--- src/sv/msub_pkg.sv ---
// shared types and constants for the subset sum block
package msub_pkg;

   localparam int BUDGET_MAX = 1023;
   localparam int ROW_DEPTH  = BUDGET_MAX + 1;
   localparam int ROW_AW     = $clog2(ROW_DEPTH);
   localparam int FIELD_W    = 10;

   typedef logic [ROW_AW-1:0]  row_addr_type;
   typedef logic [FIELD_W-1:0] field_type;

   typedef enum logic [2:0] {
      ST_CLEAR,
      ST_IDLE,
      ST_SCAN,
      ST_DRAIN,
      ST_FETCH,
      ST_ANSWER
   } msub_state_type;

   typedef struct packed {
      logic         wr_en;
      logic         wr_zero;
      row_addr_type wr_addr;
      row_addr_type rd_a_addr;
      row_addr_type rd_b_addr;
   } row_ctl_type;

endpackage

--- src/sv/msub_ctrl.sv ---
// sequencer for row scan, answer read-out and clearing sweep
module msub_ctrl (
   input  logic                   clock,
   input  logic                   reset,
   input  logic                   req_valid,
   output logic                   req_stall,
   input  msub_pkg::field_type    req_price,
   input  logic                   req_last_item,
   output logic                   rsp_valid,
   input  logic                   rsp_stall,
   output msub_pkg::field_type    rsp_best_total,
   input  logic                   csr_valid,
   input  msub_pkg::field_type    csr_budget,
   output msub_pkg::row_ctl_type  row_ctl,
   output msub_pkg::row_addr_type row_price,
   input  msub_pkg::row_addr_type rd_a_data
);
   import msub_pkg::*;

   msub_state_type state_ff, state_in;
   row_addr_type   b_ff, b_in;
   row_addr_type   p_ff;
   logic           last_ff;
   logic           pend_ff;
   row_addr_type   pend_addr_ff;
   field_type      budget_ff;
   logic           rsp_valid_ff;
   field_type      rsp_total_ff;
   row_addr_type   eff;
   logic           req_acc;
   logic           p_fit;
   logic           rsp_free;

   assign req_acc  = req_valid && (state_ff == ST_IDLE);
   assign p_fit    = (req_price != '0) && (32'(req_price) <= 32'(BUDGET_MAX));
   assign rsp_free = !rsp_valid_ff || !rsp_stall;
   assign eff      = (32'(budget_ff) > 32'(BUDGET_MAX)) ? ROW_AW'(BUDGET_MAX)
                                                        : ROW_AW'(budget_ff);

   // next state
   always_comb begin
      state_in = state_ff;
      unique case (state_ff)
         ST_CLEAR: begin
            if (b_ff == '0) state_in = ST_IDLE;
         end
         ST_IDLE: begin
            if (req_acc) begin
               if (p_fit) begin
                  state_in = ST_SCAN;
               end else if (req_last_item) begin
                  state_in = ST_FETCH;
               end
            end
         end
         ST_SCAN: begin
            if (b_ff == p_ff) state_in = ST_DRAIN;
         end
         ST_DRAIN: begin
            state_in = last_ff ? ST_FETCH : ST_IDLE;
         end
         ST_FETCH: begin
            state_in = ST_ANSWER;
         end
         ST_ANSWER: begin
            if (rsp_free) state_in = ST_CLEAR;
         end
         default: begin
            state_in = ST_CLEAR;
         end
      endcase
   end

   // outputs
   always_comb begin
      req_stall         = 1'b1;
      row_ctl.wr_en     = pend_ff;
      row_ctl.wr_zero   = 1'b0;
      row_ctl.wr_addr   = pend_addr_ff;
      row_ctl.rd_a_addr = b_ff;
      row_ctl.rd_b_addr = b_ff - p_ff;
      unique case (state_ff)
         ST_CLEAR: begin
            row_ctl.wr_en   = 1'b1;
            row_ctl.wr_zero = 1'b1;
            row_ctl.wr_addr = b_ff;
         end
         ST_IDLE: begin
            req_stall = 1'b0;
         end
         ST_SCAN, ST_DRAIN: begin
         end
         ST_FETCH, ST_ANSWER: begin
            row_ctl.rd_a_addr = eff;
         end
         default: begin
         end
      endcase
   end

   // scan and sweep counter
   always_comb begin
      b_in = b_ff;
      unique case (state_ff)
         ST_CLEAR, ST_SCAN: begin
            b_in = b_ff - 1'b1;
         end
         ST_IDLE, ST_ANSWER: begin
            b_in = ROW_AW'(BUDGET_MAX);
         end
         ST_DRAIN, ST_FETCH: begin
         end
         default: begin
         end
      endcase
   end

   always_ff @(posedge clock) begin
      if (reset) begin
         state_ff     <= ST_CLEAR;
         b_ff         <= ROW_AW'(BUDGET_MAX);
         last_ff      <= 1'b0;
         pend_ff      <= 1'b0;
         budget_ff    <= '0;
         rsp_valid_ff <= 1'b0;
      end else begin
         state_ff <= state_in;
         b_ff     <= b_in;
         pend_ff  <= (state_ff == ST_SCAN);
         if (req_acc) begin
            last_ff <= req_last_item;
         end
         if (csr_valid) begin
            budget_ff <= csr_budget;
         end
         if (state_ff == ST_ANSWER && rsp_free) begin
            rsp_valid_ff <= 1'b1;
         end else if (!rsp_stall) begin
            rsp_valid_ff <= 1'b0;
         end
      end
   end

   always_ff @(posedge clock) begin
      pend_addr_ff <= b_ff;
      if (req_acc) begin
         p_ff <= ROW_AW'(req_price);
      end
      if (state_ff == ST_ANSWER && rsp_free) begin
         rsp_total_ff <= FIELD_W'(rd_a_data);
      end
   end

   assign rsp_valid      = rsp_valid_ff;
   assign rsp_best_total = rsp_total_ff;
   assign row_price      = p_ff;

endmodule

--- config.mk ---
export PLATFORM = sky130hd
export DESIGN_NAME = msub_ctrl
export DESIGN_NICKNAME = d
export VERILOG_FILES = /design/src/sv/msub_pkg.sv /design/src/sv/msub_ctrl.sv
export SDC_FILE = /design/constraint.sdc
export NUM_CORES = 1
export LEC_CHECK = 0
export BUFFER_PORTS_ARGS = -buffer_cell sky130_fd_sc_hd__buf_2
export CAP_MARGIN = 20
export CELL_PAD_IN_SITES_DETAIL_PLACEMENT = 0
export CELL_PAD_IN_SITES_GLOBAL_PLACEMENT = 1
export CORE_UTILIZATION = 38
export DETAILED_ROUTE_END_ITERATION = 16
export PLACE_DENSITY = 0.83
export SYNTH_ARGS = -nofsm -noshare
export SYNTH_HDL_FRONTEND = slang
export SYNTH_SLANG_ARGS = --single-unit
export TNS_END_PERCENT = 20
--- constraint.sdc ---
create_clock -name clock -period 2.75 [get_ports clock]
set_input_delay 0.275 -clock clock [delete_from_list [all_inputs] [get_ports clock]]
set_output_delay 0.275 -clock clock [all_outputs]
set_load 0.005 [all_outputs]
Word-level counts from Yosys, hierarchy flattened
Cells that the tools add are included.
{"block": "totals", "reg_bits": 56, "inputBits": 36}
{"block": "op_classes", "n_addsub": 2, "eq_ne": 12, "mux": 14, "n_reduce_logical": 13}
{"op": "$mux 3", "count": 7}
{"op": "$pmux 10 s2", "count": 1}
{"op": "$pmux 3 s6", "count": 1}
{"op": "$mux 12", "count": 1}
{"op": "$eq 10x10->1", "count": 1}
{"op": "$logic_not 10->1", "count": 1}
{"op": "$mux 10", "count": 1}
{"op": "$reduce_bool 10->1", "count": 1}
{"op": "$sub 10x1->10 const B", "count": 1}
{"op": "$sub 10x10->10", "count": 1}
{"op": "$ne 2x2->1 const B", "count": 4}
{"op": "$eq 3x2->1 const B", "count": 2}
{"op": "$eq 3x3->1 const B", "count": 2}
{"op": "$reduce_or 2->1", "count": 3}
{"op": "$reduce_and 5->1", "count": 1}
{"op": "$eq 3x1->1 const B", "count": 1}
{"op": "$logic_not 3->1", "count": 1}
{"op": "$mux 1", "count": 3}
{"op": "$ne 3x3->1 const B", "count": 1}
{"op": "$logic_and 1x1->1", "count": 2}
{"op": "$logic_not 1->1", "count": 2}
{"op": "$ne 2x1->1 const B", "count": 1}
{"op": "$reduce_bool 2->1", "count": 1}
{"op": "$logic_or 1x1->1", "count": 1}

Logic depth before layout (Yosys ltp)
{"block": "logic_depth", "ltp_word": 4, "mapped_depth": 9, "mapped_depth_nobuf": 9}

Worst setup path before layout
Ideal clock, no wire load.
{"block": "synth_path", "path_kind": "register -> output", "startpoint": "register p_ff[1] (netlist: row_price[1])", "endpoint": "output row_ctl[9] (netlist name)", "arrival_time_ns": 1.842, "t_required_ns": 2.475, "slack_ns": 0.633, "path_stages_with_launch": 8, "n_path_buf": 0, "path_cell_list": "edfxtp_1 > inv_1 > ha_1 > nor2b_1 > o31a_1 > o31a_1 > or4_1 > nand3_1"}
{"item": "from (decl)", "line": "msub_ctrl.sv:22", "text": "row_addr_type p_ff;"}
{"item": "from (signal assigned)", "line": "msub_ctrl.sv:147", "text": "p_ff <= ROW_AW'(req_price);"}
{"item": "to (decl)", "line": "msub_ctrl.sv:14", "text": "output msub_pkg::row_ctl_type row_ctl,"}

==> flow_metrics.py <==
metrics = {
    "run_status": {
        "outcome": "completed",
    },
    "placement": {
        "dp_hpwl_mm": 4.48,
        "placement.setup.worst_slack_ns": 0.397,
        "standard_cell_area_after_detailed_placement_um2": 3200,
        "port_buffers": 89,
        "gpl.final_weighted_congestion": 0.881,
    },
    "yosys": {
        "synth.most_common_cell": "sky130_fd_sc_hd__dfxtp_1",
        "post_synth_main_area_contributors": "sky130_fd_sc_hd__dfxtp_1 27%, sky130_fd_sc_hd__edfxtp_1 23%, sky130_fd_sc_hd__mux2_2 8.9%",
        "postSynthRegisterBits": 56,
        "syn_area_um2": 2660,
        "yosysTopAreaCell": "sky130_fd_sc_hd__dfxtp_1",
        "postSynth.asyncResetShare": 0,
        "postSynthAreaPerCell_um2": 10.7,
        "yosys_warnings": 0,
        "ys_top_cells_by_count": "36 x sky130_fd_sc_hd__dfxtp_1, 23 x sky130_fd_sc_hd__nor2_1, 21 x sky130_fd_sc_hd__mux2_2",
        "postSynthCellCount": 247,
        "synth_edf_count": 20,
        "synth_sequential_area_ratio": 0.498,
        "yosys_top_cell_area_share": 0.271,
        "post_synth_num_cell_types": 43,
        "synth_top_flop_cell": "sky130_fd_sc_hd__dfxtp_1",
        "synthesis.nets": 294,
    },
    "drt": {
        "vias": 2072,
        "avgViaCountPerCell": 4.92,
        "drtIter0Drc": 66,
        "drt_pass1_iterations": 4,
        "drt.antenna.violating_nets": 0,
        "totalWireLength_mm": 5.69,
        "post-route-drc-count": 0,
        "avgRoutedWirePerCell_um": 13.5,
    },
    "clocking": {
        "cts_setup_buffers": 0,
        "clk_root_buffer_cell": "sky130_fd_sc_hd__clkbuf_8",
        "cts_tree": "yes",
        "clock-sinks": 56,
        "worst_setup_hold_path_clk_slew_ns": 0.10,
        "cts-buffers-inserted": 5,
        "htree_levels": 2,
        "clk_path_buf_depth": 2,
        "worst_skew_pair_later_pin_latency_ns": 0.31,
    },
    "sta": {
        "largest_clock_skew_in_the_final_design_ns": 0.00407,
        "timing.final.max_slew_violations": 0,
        "fin_crit_ns": 2.60,
        "timing.final.setup_violations": 0,
        "period_share": 0.944,
        "rsz0062_at_grt": "false",
        "max-slew-margin-rel": 0.550,
        "setup_slack_ns": 0.154,
        "transition_at_the_pin_with_the_smallest_max_transition_slack_ns": 0.669,
        "achievable-frequency_mhz": 385,
        "report.final.hold_viol_count": 0,
        "fin_setup_tns_ns": 0,
    },
    "setup_path": {
        "worst_setup_path_end_kind": "output port",
        "setup.worst_path.start_class": "flop",
        "arrival_ns": 2.32,
        "criticalPathCategory": "reg -> out",
        "crit_required_ns": 2.48,
        "critical_path_peak_fanout": 3,
    },
    "floorplanning": {
        "dieArea_um2": 7330,
        "ios": 90,
        "initial_core_util": 0.393,
        "floorplan.die.height_um": 85.6,
        "dieWidth_um": 85.6,
        "floorplan.core_area_um2": 6760,
        "rows": 30,
    },
    "grt": {
        "antenna_found_initial": 0,
        "grt_start_max_net_pins": 21,
        "grt_first_pass_wirelength_mm": 9.16,
        "first_global_vias": 1941,
        "global_route.usage.total": 0.157,
        "global_route_total_overflow": 0,
    },
    "cells_and_area": {
        "finalInstanceArea_um2": 3320,
        "synthToLayoutAreaGrowth_pct": 25.1,
        "post-route-util": 0.492,
        "share_of_post_route_cells_with_drive_strength_above_1": 0.378,
        "num-nets-final": 387,
        "antenna-diode-count": 0,
    },
    "job": {
        "cap_violations": 0,
    },
    "power": {
        "peak_supply_drop_mv": 0.317,
        "power-per-cell-area_nw_per_um2": 465,
        "static-leakage-power_nw": 1.36,
        "total_power_mw": 1.55,
    },
    "hold_path": {
        "holdCritPathClass": "in -> reg",
    },
}
## metal layers
layer / GRT usage / up-vias / wire [µm]
li1: - / 1071 / -
met1: 0.190 / 952 / 2490
met2: 0.289 / 45 / 2930
met3: 0.0385 / 4 / 243
met4: 0.0227 / 0 / 33
met5: 0 / - / 0
## flip-flops by register name, indices dropped and copies added, names as in the netlist
name / cells
b_ff: 10
budget_ff: 10
pend_addr_ff: 10
row_price: 10
rsp_best_total: 10
state_ff: 3
last_ff: 1
pend_ff: 1
rsp_valid: 1
## timing repair
| item | 4_1_cts | 5_1_grt |
|---|---|---|
| setup endpoints to repair | 0 | 3 |
| hold buffers | 0 | 0 |
| gates resized for setup | 0 | 3 |
## critical path, cell delays in order, from the launching register on
cell and delay, ns:
sky130_fd_sc_hd__edfxtp_1 0.38, sky130_fd_sc_hd__inv_1 0.11, sky130_fd_sc_hd__ha_1 0.25, sky130_fd_sc_hd__nor2b_1 0.15
sky130_fd_sc_hd__o31a_1 0.27, sky130_fd_sc_hd__o31a_1 0.26, sky130_fd_sc_hd__or4_1 0.40, sky130_fd_sc_hd__nand3_1 0.09
sky130_fd_sc_hd__buf_2 0.11
## cell usage in the layout, fill, tap and decap left out, types with 3 or more instances in the layout
| cell | count |
|---|---|
| sky130_fd_sc_hd__buf_4 | 5 |
| sky130_fd_sc_hd__dfxtp_1 | 34 |
| sky130_fd_sc_hd__mux2_2 | 21 |
| sky130_fd_sc_hd__xor2_1 | 4 |
| sky130_fd_sc_hd__o22ai_1 | 4 |
| sky130_fd_sc_hd__nand2b_1 | 7 |
| sky130_fd_sc_hd__buf_2 | 89 |
| sky130_fd_sc_hd__clkbuf_8 | 5 |
| sky130_fd_sc_hd__nand2_1 | 9 |
| sky130_fd_sc_hd__edfxtp_1 | 20 |
| sky130_fd_sc_hd__o21ai_0 | 6 |
| sky130_fd_sc_hd__mux2i_1 | 13 |
| sky130_fd_sc_hd__nor2_1 | 23 |
| sky130_fd_sc_hd__nor3_1 | 4 |
| sky130_fd_sc_hd__o21bai_1 | 3 |
| sky130_fd_sc_hd__ha_1 | 10 |
| sky130_fd_sc_hd__a21oi_1 | 11 |
| sky130_fd_sc_hd__nor2b_1 | 4 |
| sky130_fd_sc_hd__nor4_1 | 4 |
| sky130_fd_sc_hd__nand3_1 | 5 |
| sky130_fd_sc_hd__xnor2_1 | 10 |
| sky130_fd_sc_hd__inv_1 | 16 |
## kinds of logic (layout without fill, tap and decap cells)
kind of cell               count (synthesis)  in the layout  synth area share
buffers and inverters                     24            118            0.0372
AOI/OAI and AO/OA                         37             37            0.0881
adders and majority gates                 11             11            0.0547
and+or+nand+nor                           71             71             0.138
DFF                                       56             56             0.498
xor gates and xnor gates                  14             14            0.0462
muxes                                     34             34             0.138
## worst paths after layout
check	from	endpoint	slack [ns]	cells after the start
worst max-delay path	row_price[1]$_DFFE_PP_	row_ctl[9]	0.15	8
worst min-delay path	rd_a_data[8]	rsp_best_total[8]$_DFFE_PP_	0.13	1
worst max register to register	b_ff[5]$_SDFFE_PP1P_	state_ff[2]$_SDFFE_PP0P_	0.52	6
worst min register to register	b_ff[0]$_SDFFE_PP1P_	pend_addr_ff[0]$_DFF_P_	0.43	0
## area by class of cell
| type | instances | area, µm² |
|---|---|---|
| fill | 645 | 3430 |
| clock buffer | 6 | 72.6 |
| multi-input combinational | 167 | 1240 |
| tap | 80 | 100 |
| sequential | 56 | 1320 |
| timing repair buffer | 94 | 483 |
| clock inverter | 2 | 38.8 |
| inverter | 16 | 60.1 |
## report_power, final
part	switching (mW)	internal (mW)
registers	0.0148	0.874
logic	0.0549	0.0630
clock network	0.264	0.275
## per-stage QoR
step / instances / hold slack, ns
floorplan: 247 / 0.374
global placement: 413 / 0.411
detailed placement: 413 / 0.421
CTS: 421 / 0.127
global route: 421 / 0.118
finish: 421 / 0.135
(Power assumes the default switching activity.)
